`config.mk`:
```
export PLATFORM = sky130hd
export DESIGN_NAME = gbn_sender_window_core
export DESIGN_NICKNAME = d
export VERILOG_FILES = /design/src/rtl/gbn_sw_pkg.sv /design/src/rtl/gbn_sw_ctrl.sv /design/src/rtl/gbn_sw_dp.sv /design/src/rtl/gbn_sender_window_core.sv
export SDC_FILE = /design/constraint.sdc
export NUM_CORES = 1
export LEC_CHECK = 0
export BUFFER_PORTS_ARGS = -buffer_cell sky130_fd_sc_hd__buf_2
export CAP_MARGIN = 0
export CORE_ASPECT_RATIO = 0.5
export CORE_MARGIN = 2
export CORE_UTILIZATION = 45
export DETAILED_ROUTE_END_ITERATION = 10
export GPL_ROUTABILITY_DRIVEN = 0
export GPL_TIMING_DRIVEN = 0
export SYNTH_ARGS = -nofsm -noshare
export SYNTH_HDL_FRONTEND = slang
export SYNTH_SLANG_ARGS = --single-unit
```
`constraint.sdc`:
```
create_clock -name clk -period 5.8 [get_ports clk]
set_input_delay 0.58 -clock clk [delete_from_list [all_inputs] [get_ports clk]]
set_output_delay 0.58 -clock clk [all_outputs]
set_load 0.005 [all_outputs]
```
`src/rtl/gbn_sw_pkg.sv`:
```
`default_nettype none
// ----------------------------------------------------------------------------
// gbn_sw_pkg
// Shared types and codes for the Go-Back-N sender window block.
// ----------------------------------------------------------------------------
package gbn_sw_pkg;

	localparam int unsigned ID_W    = 5;
	localparam int unsigned TIMER_W = 16;
	localparam logic [TIMER_W-1:0] TIMEOUT_RST = 16'd50;

	typedef enum logic [1:0] {
		ACT_OFFER = 2'd0,
		ACT_ACK   = 2'd1,
		ACT_TICK  = 2'd2,
		ACT_NONE  = 2'd3
	} action_t;

	typedef enum logic [1:0] {
		KIND_SENT = 2'd0,
		KIND_FULL = 2'd1,
		KIND_ACK  = 2'd2,
		KIND_RETX = 2'd3
	} kind_t;

	typedef enum logic {
		ST_IDLE = 1'b0,
		ST_OUT  = 1'b1
	} ctrl_state_t;

	typedef struct packed {
		logic exec;     // accept input transaction and update window
		logic advance;  // load next retransmit result
	} ctrl_cmd_t;

	typedef struct packed {
		logic has_result;  // current input produces at least one result
		logic more;        // retransmit results still pending
	} dp_status_t;

endpackage
`default_nettype wire

```
`src/rtl/gbn_sw_ctrl.sv`:
```
`default_nettype none
// ----------------------------------------------------------------------------
// gbn_sw_ctrl
// Controller: takes one input transaction at a time and holds the block
// while its results drain through the output register.
// ----------------------------------------------------------------------------
module gbn_sw_ctrl (
	input  wire logic                  clk,
	input  wire logic                  arst_n,
	input  wire logic                  in_valid,
	output logic                       in_stall,
	output logic                       out_valid,
	input  wire logic                  out_stall,
	input  wire gbn_sw_pkg::dp_status_t sts,
	output gbn_sw_pkg::ctrl_cmd_t      cmd
);
	import gbn_sw_pkg::*;

	ctrl_state_t state_q;
	ctrl_state_t state_d;

	always_ff @(posedge clk or negedge arst_n) begin
		if (!arst_n) begin
			state_q <= ST_IDLE;
		end else begin
			state_q <= state_d;
		end
	end

	always_comb begin
		state_d = state_q;
		case (state_q)
			ST_IDLE: begin
				if (in_valid && sts.has_result) begin
					state_d = ST_OUT;
				end
			end
			ST_OUT: begin
				if (!out_stall && !sts.more) begin
					state_d = ST_IDLE;
				end
			end
			default: begin
				state_d = ST_IDLE;
			end
		endcase
	end

	always_comb begin
		in_stall    = 1'b1;
		out_valid   = 1'b0;
		cmd.exec    = 1'b0;
		cmd.advance = 1'b0;
		case (state_q)
			ST_IDLE: begin
				in_stall = 1'b0;
				cmd.exec = in_valid;
			end
			ST_OUT: begin
				out_valid   = 1'b1;
				cmd.advance = !out_stall && sts.more;
			end
			default: begin
				in_stall = 1'b1;
			end
		endcase
	end

endmodule
`default_nettype wire

```
`src/rtl/gbn_sw_dp.sv`:
```
`default_nettype none
// ----------------------------------------------------------------------------
// gbn_sw_dp
// Datapath: window pointers, retransmit timer, timeout register, burst
// counter and the output result register.
// ----------------------------------------------------------------------------
module gbn_sw_dp #(
	parameter int unsigned WINDOW = 7
) (
	input  wire logic                           clk,
	input  wire logic                           arst_n,
	input  wire logic                           cfg_we,
	input  wire logic [gbn_sw_pkg::TIMER_W-1:0] cfg_wdata,
	input  wire logic [1:0]                     action,
	input  wire logic [gbn_sw_pkg::ID_W-1:0]    ack_id,
	input  wire gbn_sw_pkg::ctrl_cmd_t          cmd,
	output gbn_sw_pkg::dp_status_t              sts,
	output logic [1:0]                          kind,
	output logic [gbn_sw_pkg::ID_W-1:0]         seq_id,
	output logic [gbn_sw_pkg::ID_W-1:0]         outstanding,
	output logic                                timer_active,
	output logic                                last
);
	import gbn_sw_pkg::*;

	localparam int unsigned SEQ_MOD = WINDOW + 1;
	localparam int unsigned ACK_N   = (1 << ID_W) + 1;
	localparam logic [ID_W-1:0]   ID_MAX = ID_W'(WINDOW);
	localparam logic [ID_W:0]     MOD_W  = (ID_W + 1)'(SEQ_MOD);

	// (ack + 1) mod SEQ_MOD lookup
	logic [ID_W-1:0] mod_tbl [ACK_N];
	for (genvar g = 0; g < ACK_N; g++) begin : g_mod
		localparam logic [ID_W-1:0] MV = ID_W'(g % SEQ_MOD);
		assign mod_tbl[g] = MV;
	end

	function automatic logic [ID_W-1:0] seq_dist(input logic [ID_W-1:0] nxt,
		input logic [ID_W-1:0] bas);
		logic [ID_W:0] wide;
		wide = (ID_W + 1)'(nxt) + MOD_W - (ID_W + 1)'(bas);
		if (nxt >= bas) begin
			return nxt - bas;
		end
		return wide[ID_W-1:0];
	endfunction

	function automatic logic [ID_W-1:0] seq_inc(input logic [ID_W-1:0] id);
		if (id == ID_MAX) begin
			return '0;
		end
		return id + 1'b1;
	endfunction

	logic [ID_W-1:0]    next_q, base_q, cur_q, rem_q;
	logic               timer_q;
	logic [TIMER_W-1:0] elapsed_q, timeout_q;
	kind_t              kind_q;
	logic [ID_W-1:0]    seq_q, outst_q;
	logic               tact_q, last_q;

	logic [ID_W-1:0]    next_d, base_d, cur_d, rem_d;
	logic               timer_d;
	logic [TIMER_W-1:0] elapsed_d;
	kind_t              kind_d;
	logic [ID_W-1:0]    seq_d, count_now, count_new;
	logic               res_d, last_d;
	logic [ID_W:0]      ack_idx;

	assign count_now = seq_dist(next_q, base_q);
	assign ack_idx   = (ID_W + 1)'(ack_id) + 1'b1;

	always_comb begin
		next_d    = next_q;
		base_d    = base_q;
		timer_d   = timer_q;
		elapsed_d = elapsed_q;
		kind_d    = KIND_SENT;
		seq_d     = '0;
		last_d    = 1'b1;
		res_d     = 1'b0;
		cur_d     = seq_inc(base_q);
		rem_d     = '0;
		case (action_t'(action))
			ACT_OFFER: begin
				res_d = 1'b1;
				if (count_now < ID_MAX) begin
					kind_d = KIND_SENT;
					seq_d  = next_q;
					if (next_q == base_q) begin
						timer_d   = 1'b1;
						elapsed_d = '0;
					end
					next_d = seq_inc(next_q);
				end else begin
					kind_d = KIND_FULL;
				end
			end
			ACT_ACK: begin
				res_d  = 1'b1;
				kind_d = KIND_ACK;
				base_d = mod_tbl[ack_idx];
				seq_d  = base_d;
				if (next_q == base_d) begin
					timer_d = 1'b0;
				end else begin
					timer_d   = 1'b1;
					elapsed_d = '0;
				end
			end
			ACT_TICK: begin
				if (timer_q) begin
					if (elapsed_q < timeout_q) begin
						elapsed_d = elapsed_q + 1'b1;
					end else begin
						elapsed_d = '0;
						kind_d    = KIND_RETX;
						seq_d     = base_q;
						res_d     = (count_now != '0);
						last_d    = (count_now == ID_W'(1));
						rem_d     = count_now - 1'b1;
					end
				end
			end
			default: begin
				res_d = 1'b0;
			end
		endcase
	end

	assign count_new      = seq_dist(next_d, base_d);
	assign sts.has_result = res_d;
	assign sts.more       = (rem_q != '0);

	always_ff @(posedge clk or negedge arst_n) begin
		if (!arst_n) begin
			next_q    <= '0;
			base_q    <= '0;
			timer_q   <= 1'b0;
			elapsed_q <= '0;
			timeout_q <= TIMEOUT_RST;
			rem_q     <= '0;
		end else begin
			if (cfg_we) begin
				timeout_q <= cfg_wdata;
			end
			if (cmd.exec) begin
				next_q    <= next_d;
				base_q    <= base_d;
				timer_q   <= timer_d;
				elapsed_q <= elapsed_d;
				rem_q     <= res_d ? rem_d : '0;
			end else if (cmd.advance) begin
				rem_q <= rem_q - 1'b1;
			end
		end
	end

	// result register; loaded only when the output side is empty or taken
	always_ff @(posedge clk) begin
		if (cmd.exec) begin
			kind_q  <= kind_d;
			seq_q   <= seq_d;
			outst_q <= count_new;
			tact_q  <= timer_d;
			last_q  <= last_d;
			cur_q   <= cur_d;
		end else if (cmd.advance) begin
			seq_q  <= cur_q;
			last_q <= (rem_q == ID_W'(1));
			cur_q  <= seq_inc(cur_q);
		end
	end

	assign kind         = kind_q;
	assign seq_id       = seq_q;
	assign outstanding  = outst_q;
	assign timer_active = tact_q;
	assign last         = last_q;

`ifndef SYNTHESIS
	a_ptr_range: assert property (@(posedge clk) disable iff (!arst_n)
		(next_q <= ID_MAX) && (base_q <= ID_MAX))
		else $error("window pointer out of sequence range");

	a_timer_idle: assert property (@(posedge clk) disable iff (!arst_n)
		!timer_q |-> (next_q == base_q))
		else $error("timer stopped with frames outstanding");

	a_burst_len: assert property (@(posedge clk) disable iff (!arst_n)
		rem_q < ID_MAX)
		else $error("retransmit count exceeds window");

	a_advance_more: assert property (@(posedge clk) disable iff (!arst_n)
		cmd.advance |-> (rem_q != '0) && !cmd.exec)
		else $error("retransmit advance with nothing pending");
`endif

endmodule
`default_nettype wire

```
`src/rtl/gbn_sender_window_core.sv`:
```
`default_nettype none
// ----------------------------------------------------------------------------
// gbn_sender_window_core
// Go-Back-N sender window control with tick-based retransmit timer.
//
// Input channel (in_valid/in_stall): action and ack_id. Offers and acks give
// one result; a tick gives none, or on timer expiry one retransmit result
// per outstanding id, oldest first, the final one marked by last.
// Output channel (out_valid/out_stall): kind, seq_id, outstanding,
// timer_active, last, held stable while stalled.
// cfg_we/cfg_wdata load timeout_ticks; write only while the block is idle.
// The first result appears in the cycle after the transaction is
// accepted. An item holds the block until its last result has been
// taken, so no new item is accepted while results are pending; a tick
// that gives no result does not hold it. The single output register
// sets this: the next input is taken once the last result has left it.
// Reset clears both window pointers, stops the timer and sets the timeout
// to 50 ticks. While the receiver stalls, results wait in place and
// in_stall stays high.
// ----------------------------------------------------------------------------
module gbn_sender_window_core #(
	parameter int unsigned WINDOW = 7
) (
	input  wire logic                           clk,
	input  wire logic                           arst_n,
	input  wire logic                           cfg_we,
	input  wire logic [gbn_sw_pkg::TIMER_W-1:0] cfg_wdata,
	input  wire logic                           in_valid,
	output logic                                in_stall,
	input  wire logic [1:0]                     action,
	input  wire logic [gbn_sw_pkg::ID_W-1:0]    ack_id,
	output logic                                out_valid,
	input  wire logic                           out_stall,
	output logic [1:0]                          kind,
	output logic [gbn_sw_pkg::ID_W-1:0]         seq_id,
	output logic [gbn_sw_pkg::ID_W-1:0]         outstanding,
	output logic                                timer_active,
	output logic                                last
);
	import gbn_sw_pkg::*;

	ctrl_cmd_t  cmd;
	dp_status_t sts;

	gbn_sw_ctrl u_ctrl (
		.clk       (clk),
		.arst_n    (arst_n),
		.in_valid  (in_valid),
		.in_stall  (in_stall),
		.out_valid (out_valid),
		.out_stall (out_stall),
		.sts       (sts),
		.cmd       (cmd)
	);

	gbn_sw_dp #(
		.WINDOW (WINDOW)
	) u_dp (
		.clk          (clk),
		.arst_n       (arst_n),
		.cfg_we       (cfg_we),
		.cfg_wdata    (cfg_wdata),
		.action       (action),
		.ack_id       (ack_id),
		.cmd          (cmd),
		.sts          (sts),
		.kind         (kind),
		.seq_id       (seq_id),
		.outstanding  (outstanding),
		.timer_active (timer_active),
		.last         (last)
	);

endmodule
`default_nettype wire
```
==> results of run 1 <==
[cell type report]
class / count / area share
Inverter: 47 / 0.0319
Sequential cell: 68 / 0.326
Clock buffer: 12 / 0.0467
Clock inverter: 4 / 0.00408
Multi-Input combinational cell: 386 / 0.506
Timing Repair Buffer: 42 / 0.0381
Tap cell: 140 / 0.0317
Buffer: 19 / 0.0156
[worst max-delay path: cells and delay by family, from the launching register on]
family          cells  cell delay (ns)
simple gates        2             0.51
xor+xnor            2             0.26
compound gates      4             0.81
buf+inv             3             0.66
mux                 2             0.52
flops               1             0.31
fa+ha+maj           4             1.56
[placed cells by master, fill, tap and decap left out, types with 6 or more instances in the layout]
master | netlist | layout
sky130_fd_sc_hd__nand2b_1 | 9 | 9
sky130_fd_sc_hd__xnor2_1 | 15 | 15
sky130_fd_sc_hd__mux2_2 | 6 | 6
sky130_fd_sc_hd__nand3_1 | 23 | 23
sky130_fd_sc_hd__fa_1 | 7 | 7
sky130_fd_sc_hd__nor3_1 | 18 | 18
sky130_fd_sc_hd__clkbuf_1 | 13 | 15
sky130_fd_sc_hd__edfxtp_1 | 19 | 19
sky130_fd_sc_hd__o21ai_0 | 34 | 34
sky130_fd_sc_hd__ha_1 | 45 | 45
sky130_fd_sc_hd__and2_1 | 6 | 6
sky130_fd_sc_hd__xor2_1 | 12 | 12
sky130_fd_sc_hd__nand4_1 | 12 | 12
sky130_fd_sc_hd__a21oi_1 | 17 | 17
sky130_fd_sc_hd__inv_1 | 47 | 47
sky130_fd_sc_hd__a211oi_1 | 8 | 8
sky130_fd_sc_hd__or2_2 | 7 | 7
sky130_fd_sc_hd__nor2_1 | 19 | 19
sky130_fd_sc_hd__o31ai_1 | 6 | 6
sky130_fd_sc_hd__buf_2 | 3 | 45
sky130_fd_sc_hd__nand2_1 | 53 | 53
sky130_fd_sc_hd__dfrtp_1 | 46 | 46
sky130_fd_sc_hd__clkbuf_16 | 0 | 10
sky130_fd_sc_hd__mux2i_1 | 11 | 11
[logic make-up (layout without fill, tap and decap cells)]
logic type	after synthesis	count (layout)	synth area share
buffers and inverters	66	124	0.0541
xor gates and xnor gates	27	27	0.0487
DFF	68	68	0.371
AOI/OAI and AO/OA	115	115	0.160
and+or+nand+nor	174	174	0.182
muxes	18	18	0.0389
adders and majority gates	52	52	0.145
[stage by stage]
stage / instance area (um^2) / hold slack [ns] / worst slack [ns] / power (mW) / utilization
2_1_floorplan: 4860 / 0.284 / 1.56 / 1.90 / -
3_3_place_gp: 5240 / 0.501 / 1.02 / 2.27 / 0.507
3_5_place_dp: 5240 / 0.511 / 0.999 / 2.28 / 0.507
4_1_cts: 5520 / 0.447 / 0.951 / 2.82 / 0.534
5_1_grt: 5520 / 0.456 / 0.629 / 3.07 / 0.534
6_report: 5520 / 0.454 / 0.914 / 2.82 / 0.534
[layer usage]
layer | wire, um | vias to the layer above | track usage
met5 | 0 | - | 0
met4 | 174 | 0 | 0.0533
met3 | 611 | 20 | 0.0500
met2 | 5030 | 94 | 0.327
met1 | 5670 | 1878 | 0.293
li1 | - | 1962 | -
[how the worst min path moves through the flow]
stage                            start            endpoint  slack (ns)  cells after the start
floorplan                       arst_n      u_ctrl.state_q        0.28                      0
global placement        u_dp.base_q[4]      u_dp.base_q[4]        0.50                      1
detailed placement  u_dp.elapsed_q[14]  u_dp.elapsed_q[14]        0.51                      1
CTS                      cfg_wdata[10]  u_dp.timeout_q[10]        0.45                      3
global route              cfg_wdata[9]   u_dp.timeout_q[9]        0.46                      3
finish                   cfg_wdata[10]  u_dp.timeout_q[10]        0.45                      3
[power breakdown]
group          total, mW  internal, mW  leakage [nW]  switching [mW]
registers          0.770         0.668         0.817           0.101
clock network      0.521         0.313         0.137           0.208
logic               1.53         0.629          1.52           0.903
total               2.82          1.61          2.48            1.21
[state kept, by name (all words and copies together), names as in the netlist]
register,flops
u_dp.base_q,5
u_dp.timeout_q,16
u_dp.outstanding,5
u_dp.elapsed_q,16
u_dp.timer_active,1
u_dp.rem_q,5
u_dp.seq_id,5
u_dp.last,1
u_dp.cur_q,5
u_dp.next_q,5
u_dp.kind,2
u_ctrl.state_q,1
u_dp.timer_q,1
==> results by stage, run 1 <==
Outcome:
- The run finished with clean final reports.

Route:
- The average vias per placed instance is between 5 and 6.
- The number of design rule violations left after detail routing is 0.
- The routed layout has ~4,000 vias.
- Wires add up to between 10 and 15 mm.
- The first-iteration detailed-routing DRC count is around 330.
- The number of nets with antenna violations after detailed routing is 0.
- The total iterations of the first detailed-routing run is 5.
- Dividing the detail-routed wire length by the instance count gives approximately 16 um.

Setup path:
- The signal on the critical path passes through clkbuf_1, inv_1, ha_1, fa_1, xor2_1, nor3_1, o211a_1, nand3_1, mux2_2, ha_1, inv_1, fa_1, o21ai_0, a21o_1, a21o_1, mux2i_1, xor2_1.
- The biggest fanout along the worst timing path is 8.
- In this run the critical register-to-register path is launched from u_dp.base_q[2].
- The end of the worst register-to-register path is u_dp.outstanding[4].
- The setup slack of the worst register-to-register path is 0.91 ns.
- The most critical setup path has its endpoint at u_dp.outstanding[4].
- The worst setup path is captured at a flop.
- The cell with the biggest individual delay on the critical path is sky130_fd_sc_hd__fa_1.
- Measured in cells, the most critical reg-to-reg path has a length of 17.
- The worst setup path is of the flop to flop kind.
- The endpoint required time on the critical path is ~6 ns.
- The most critical setup path has its startpoint at u_dp.base_q[2].
- The launching element type of the critical path is a flop.
- The largest stage delay on the critical path is around 0.46 ns.
- At the worst endpoint, the arrival time is 4.97 ns.

STA:
- The final clock skew is 0.00750 ns.
- The setup TNS is 0 ns.
- Static timing analysis puts the maximum clock frequency at roughly 0.2 GHz.
- The relative slew slack is 0.228.
- The number of endpoints with negative hold slack in the final report was 0.
- Setup repair after global routing left no endpoint under its margin.
- The slew at the pin closest to its max-slew limit is 1.16 ns.
- The routed design could run at a clock period as short as roughly 4.9 ns.
- In the finished design, the share of the clock period the worst path needs comes to 0.842.
- The number of pins with negative max-slew slack in the final report came to 0.
- The total setup violations reported at the end of the flow is 0.

Final layout:
- The diode insertion count for antenna repair is 0.
- The finished layout holds about 700 standard cells, fillers aside.
- After filler insertion, the fill cell instance count of the layout stands at approximately 980.
- The area of the multi-input gates is approximately 0.0028 mm^2.
- At the end of the flow, the number of nets in the layout was about 650.
- The synthesis-to-finish area growth is 13.7%.
- Of the cells placed in the final design, the portion with a size suffix greater than 1 is 0.142.
- The register cell area after layout is between 0.0015 and 0.002 mm^2.

Floorplanning:
- The effective utilization at floorplan is 0.470.
- The floorplan core area is 0.0103 mm^2.
- In this run the core area contains 26 standard-cell rows.
- The y dimension of the die is between 70 and 80 um.
- Measured along the x axis, the die boundary spans 151 um.
- The die covers 0.0117 mm^2.
- The count of pins on the block boundary is 44.

Yosys:
- The area share of the largest cell type after synthesis is 0.237.
- The number of nets handed over by synthesis was 600.
- Summing every instance area after synthesis gives a little under 0.005 mm^2.
- The synthesis-stage register bit count is 68.
- sky130_fd_sc_hd__nand2_1 is the most common cell in the netlist.
- The largest total area in the synthesized netlist belongs to sky130_fd_sc_hd__dfrtp_1.
- Sorting the synthesized cells by how often they occur yields sky130_fd_sc_hd__nand2_1 (53), sky130_fd_sc_hd__inv_1 (47), sky130_fd_sc_hd__dfrtp_1 (46), sky130_fd_sc_hd__ha_1 (45), sky130_fd_sc_hd__o21ai_0 (34).
- Sorting the synthesized cells by area gives the leading types as sky130_fd_sc_hd__dfrtp_1 (24%), sky130_fd_sc_hd__edfxtp_1 (12%), sky130_fd_sc_hd__ha_1 (12%).
- The most used flip-flop cell after synthesis is sky130_fd_sc_hd__dfrtp_1.
- Synthesis handed over a netlist of 520 instances.
- Each instance of the synthesized netlist takes up on average approximately 9.3 um^2.
- For this run, asynchronously set or reset flops after synthesis account for 0.721.
- In this run, distinct cell masters in the synthesized netlist total 60.
- The synthesized design contains 19 enable-type register cells.
- The sequential element share of the synthesized area is 0.371.
- The Yosys warning count is 0.

Worst hold path:
- The type of the most critical hold path is input port to flop.

Clock network:
- The number of buffers between clock root and the deepest sink is 2.
- CTS saw 68 sinks.
- The CTS tree is built.
- The post-cts repair resize count is 0.
- Clock-pin slew was measured on the worst setup and hold paths at approximately 0.05 ns.
- The H-tree generated during clock tree synthesis spans 3 levels.
- The clock buffer count from CTS is 9.
- The master cell of the clock root buffer is sky130_fd_sc_hd__clkbuf_16.
- The count of hold buffers inserted by post-cts repair is 0.
- After clock tree synthesis, the setup repair step added 0 buffers.
- The clock insertion delay at the later pin of the skew report is between 0.3 and 0.4 ns.

Placement:
- After legalization and detailed placement, the total HPWL measured roughly 8.5 mm.
- The total of buffers placed on input and output ports is 42.
- The number of instances in the placed design is about 700.

GRT:
- The aggregate global-route resource usage is 0.209.
- The pin count of the biggest net entering global routing is 50.
- The number of antenna violations at the first check in global routing came to 0.
- The global-route wire length before repair is slightly below 20 mm.
- Summed over all layers, the global routing overflow is 0.
- The via count of the first global-routing pass came to approximately 3,800.

Power:
- The maximum resistive drop on vdd is about 0.19 mV.
- The power density of the placed cells is around 510 mW/mm^2.
- The leakage power total is ~2.5 nW.

Flow run:
- Across the run, the number of max-cap violations was 0.
No activity file was read; power rests on OpenSTA's default activity.
==> run 2, diff against run 1 <==
Settings changed: ABC_AREA set to 1, PLACE_DENSITY set to 0.65.
Clock period 5.8 ns to 4.3 ns, I/O delays scaled along.
==> run 2 against run 1 <==
Net effect:
- clock skew about the same
- synthesized cell count grew 27%
- via count rose by 9.9%
- critical path type unchanged
- largest cell class unchanged
==> results by stage, run 2 <==
Outcome:
- The flow ran to the end, and the final reports show no timing, DRC or antenna violations.

Power:
- The switching share of power came to 0.459 (+0.0291).
- The register share of total power is 0.226 (-0.047).
- The total power after layout is 4.62 mW (+64%).
- The maximum resistive drop on vdd is 0.505 mV (+160%).
- The share of total power in the clock network is 0.167 (-0.018).
- The net switching component of the power is 2.12 mW (+75%).
- The power density of the placed cells is 769 mW/mm^2 (+50%).
- The design internal power is 2.50 mW (+55%).
- The leakage power total is 2.94 nW (+19%).
- The part of the total power dissipated in combinational logic is 0.608 (+0.065).

Final layout:
- The top cell types in the final layout, fill and taps aside, are sky130_fd_sc_hd__nand2_1 (171), sky130_fd_sc_hd__inv_1 (81), sky130_fd_sc_hd__nor2_1 (55), sky130_fd_sc_hd__buf_2 (44), sky130_fd_sc_hd__dfrtp_1 (41).
- The largest registers in the layout are u_dp.elapsed_q (16), u_dp.timeout_q (16).
- The final cell count without fillers is 874 (+22%).
- The layout cell share with drive strength beyond 1 came to 0.204 (+0.0625).
- The number of nets in the final layout is 804 (+23%).
- Leaving out fill and tap cells, the most frequent cell in the layout is sky130_fd_sc_hd__nand2_1.
- The layout filler cell count is 1,011 (+3.0%).
- The synthesis-to-finish area growth is 17.2%.
- The diode insertion count for antenna repair is 0 (unchanged).

Yosys:
- The synthesized netlist cell count is 658 (+27%).
- The post-synth design cell area was 0.00513 mm^2 (+5.5%).
- The share of async-settable or async-resettable flops after synthesis is 0.721 (unchanged).
- The Yosys warning count is 0 (unchanged).
- The sequential element share of the synthesized area is 0.351 (-0.0195).
- The area share of the largest cell type after synthesis came to 0.225 (-0.0124).
- By count the netlist is led by sky130_fd_sc_hd__nand2_1 (172), sky130_fd_sc_hd__inv_1 (85), sky130_fd_sc_hd__nor2_1 (55), sky130_fd_sc_hd__dfrtp_1 (46), sky130_fd_sc_hd__ha_1 (45).
- The average cell area after synthesis was 7.79 um^2 (-17%).
- The library cell occupying the most area in the post-synthesis netlist is sky130_fd_sc_hd__dfrtp_1.
- The count of flip-flops with a built-in enable after synthesis is 19 (unchanged).
- By area the synthesized netlist is led by sky130_fd_sc_hd__dfrtp_1 (22%), sky130_fd_sc_hd__nand2_1 (13%), sky130_fd_sc_hd__edfxtp_1 (11%).
- Among all flip-flop cells after synthesis, the most frequent one is sky130_fd_sc_hd__dfrtp_1.
- The synthesis-stage register bit count was 68 (unchanged).
- The total nets after synthesis is 738 (+23%).
- The count of unique library cells instantiated by Yosys is 38 (-37%).
- The most numerous cell in the Yosys netlist is sky130_fd_sc_hd__nand2_1.

Floorplanning:
- The effective utilization at floorplan was 0.464 (-0.00548).
- The y dimension of the die is 79.5 um (+2.6%).
- The floorplan core area is 0.0110 mm^2 (+6.8%).
- The floorplan die width is 155 um (+2.7%).
- The count of pins on the block boundary was 44 (unchanged).
- The number of rows created at floorplan was 27 (+3.8%).
- The die footprint came to 0.0123 mm^2 (+5.3%).

Setup path:
- The endpoint required time on the critical path is 4.36 ns (-1.52 ns).
- The largest stage delay on the critical path is 0.55 ns (+0.09 ns).
- The cell with the biggest individual delay on the critical path is sky130_fd_sc_hd__fa_1.
- The data arrival time of the critical path was 4.09 ns (-0.88 ns).
- The logic depth of the worst register-to-register path is 21 (+4).
- The biggest fanout along the worst timing path came to 6 (-2).
- The setup path with the least slack is of type flop to flop.
- The worst register-to-register path ends at u_dp.outstanding[4].
- Traced cell by cell, the critical path runs through inv_4, ha_2, fa_1, xor2_1, nand3b_1, nand2_4, nand2_1, nor2_4, nand2_4, nand2_2, o21ai_4, inv_1, ha_4, inv_1, fa_1, nor3_2, o21bai_1, o21ai_1, xor2_1, nor2_1, a31oi_1.
- The setup slack of the worst register-to-register path is 0.28 ns (-0.64 ns).
- The worst setup path is launched from a flop.
- The startpoint of the worst-slack reg-to-reg timing path is u_dp.base_q[2].
- The type of element capturing the critical path is a flop.

STA:
- The timing-limited maximum frequency is 0.248 GHz (+21%).
- The final critical path time including I/O delays and setup was 4.02 ns (-0.861 ns).
- The number of pins with negative max-slew slack in the final report came to 0 (unchanged).
- The relative slew slack was 0.216 (-0.0119).
- The slew at the pin closest to its max-slew limit came to 1.18 ns (+0.0179 ns).
- The final clock skew is 0.00727 ns (-0.000228 ns).
- The post-route fraction of the period consumed by the critical path came to 0.936 (+0.0936).
- The number of endpoints with negative hold slack in the final report is 0 (unchanged).
- The total setup violations reported at the end of the flow is 0 (unchanged).

GRT:
- The number of antenna violations at the first check in global routing is 0 (unchanged).
- The pin count of the biggest net entering global routing is 50 (unchanged).
- The global-route wire length before repair was 19.8 mm (+2.8%).
- The global-route congestion overflow total is 0 (unchanged).
- The via count of the first global-routing pass is 4,258 (+13%).
- The aggregate global-route resource usage is 0.202 (-0.00734).

Clock network:
- The CTS tree is built.
- The clock buffer count from CTS was 9 (unchanged).
- CTS placed an instance of sky130_fd_sc_hd__clkbuf_16 at the clock tree root.
- The number of buffers between clock root and the deepest sink is 2 (unchanged).
- The H-tree level count is 3 (unchanged).
- The clock slew at the register clock pins of the worst setup and hold paths was 0.06 ns (about the same).
- The number of clock sinks was 68 (unchanged).
- The clock insertion delay at the later pin of the skew report came to 0.34 ns (about the same).

Route:
- The average vias per placed instance is 4.97 (-9.7%).
- The first-iteration detailed-routing DRC count is 278 (-16%).
- The overall via count from detail_route is 4,346 (+9.9%).
- The routed wire length was 11.6 mm (+0.85%).
- The number of design rule violations left after detail routing is 0 (unchanged).
- The number of nets with antenna violations after detailed routing came to 0 (unchanged).
- The total iterations of the first detailed-routing run is 5 (unchanged).
- The detail-routed net length per standard cell is 13.3 um (-17%).

Placement:
- The placed wire-length estimate after detailed placement is 8.74 mm (+3.3%).
- The number of instances in the placed design is 846 (+21%).
- The total of buffers placed on input and output ports is 43 (+2.4%).

Worst hold path:
- The cell depth of the worst min-delay path is 3 (unchanged).
- The worst hold path terminates at u_dp.timeout_q[7].
- The type of the most critical hold path is input port to flop.
- The critical hold path startpoint is cfg_wdata[7].

Flow run:
- The total of max-cap violations is 0 (unchanged).
-- run 2: critical path: cells and delay by family, from the launching register on --
family                     cells  cell delay [ns]
AOI/OAI and AO/OA              4             0.33
xor gates and xnor gates       2             0.35
adders and majority gates      4             1.46
buffers and inverters          3             0.24
DFF                            1             0.44
and+or+nand+nor                8             0.92
-- run 2: worst max path at each step --
stage              startpoint                  end  slack, ns  cells after the start
3_5_place_dp   u_dp.base_q[1]  u_dp.outstanding[4]      -0.14                     21
2_1_floorplan  u_dp.base_q[1]  u_dp.outstanding[4]       0.37                     22
3_3_place_gp   u_dp.base_q[1]  u_dp.outstanding[4]      -0.11                     21
6_report       u_dp.base_q[2]  u_dp.outstanding[4]       0.28                     21
5_1_grt        u_dp.base_q[1]  u_dp.outstanding[4]     -0.003                     22
4_1_cts        u_dp.next_q[1]  u_dp.outstanding[4]       0.01                     21
-- run 2: layout make-up --
cell class	instances	area, um^2	share of cell area
Timing Repair Buffer	55	305	0.0508
Buffer	13	76.3	0.0127
Multi-Input combinational cell	490	3000	0.499
Clock buffer	11	275	0.0458
Tap cell	145	181	0.0302
Sequential cell	68	1810	0.301
Clock inverter	5	38.8	0.00645
Inverter	87	329	0.0548
-- run 2: kinds of logic after synthesis --
group           Yosys count  synth area share
compound gates           92             0.109
mux                       1           0.00220
flops                    68             0.351
simple gates            319             0.278
buf+inv                 100            0.0786
xor+xnor                 26            0.0444
fa+ha+maj                52             0.137
-- run 2: stage by stage --
| step | setup WS [ns] | TNS [ns] | cell area [um^2] | utilization | hold WS, ns |
|---|---|---|---|---|---|
| finish | 0.275 | 0 | 6010 | 0.544 | 0.291 |
| global route | -0.00256 | -0.00256 | 6010 | 0.544 | 0.306 |
| CTS | 0.0123 | 0 | 5890 | 0.533 | 0.289 |
| detailed placement | -0.140 | -0.241 | 5520 | 0.500 | 0.503 |
| global placement | -0.106 | -0.106 | 5520 | 0.500 | 0.483 |
| floorplan | 0.366 | 0 | 5130 | - | 0.134 |
-- run 2: what timing repair did --
| action | in CTS | in global routing |
|---|---|---|
| resized for setup | 11 | 14 |
| setup buffers | 2 | 10 |
| endpoints found under the setup margin | 3 | 3 |
| pin swaps | 0 | 3 |
| hold buffers | 0 | 0 |
-- run 2: power groups by stage --
| stage | logic (mW) | registers [mW] | clock network (mW) |
|---|---|---|---|
| finish | 2.81 | 1.04 | 0.770 |
| global route | 3.21 | 1.06 | 0.809 |
| floorplan | 1.98 | 1.02 | 0 |
| global placement | 2.46 | 1.05 | 0 |
| CTS | 2.61 | 1.04 | 0.780 |
| detailed placement | 2.52 | 1.05 | 0 |
-- run 2: layer usage --
layer | GRT usage | wire (um)
met1 | 0.260 | 5570
met2 | 0.345 | 5300
met5 | 0 | 0
met4 | 0.0620 | 199
met3 | 0.0423 | 515
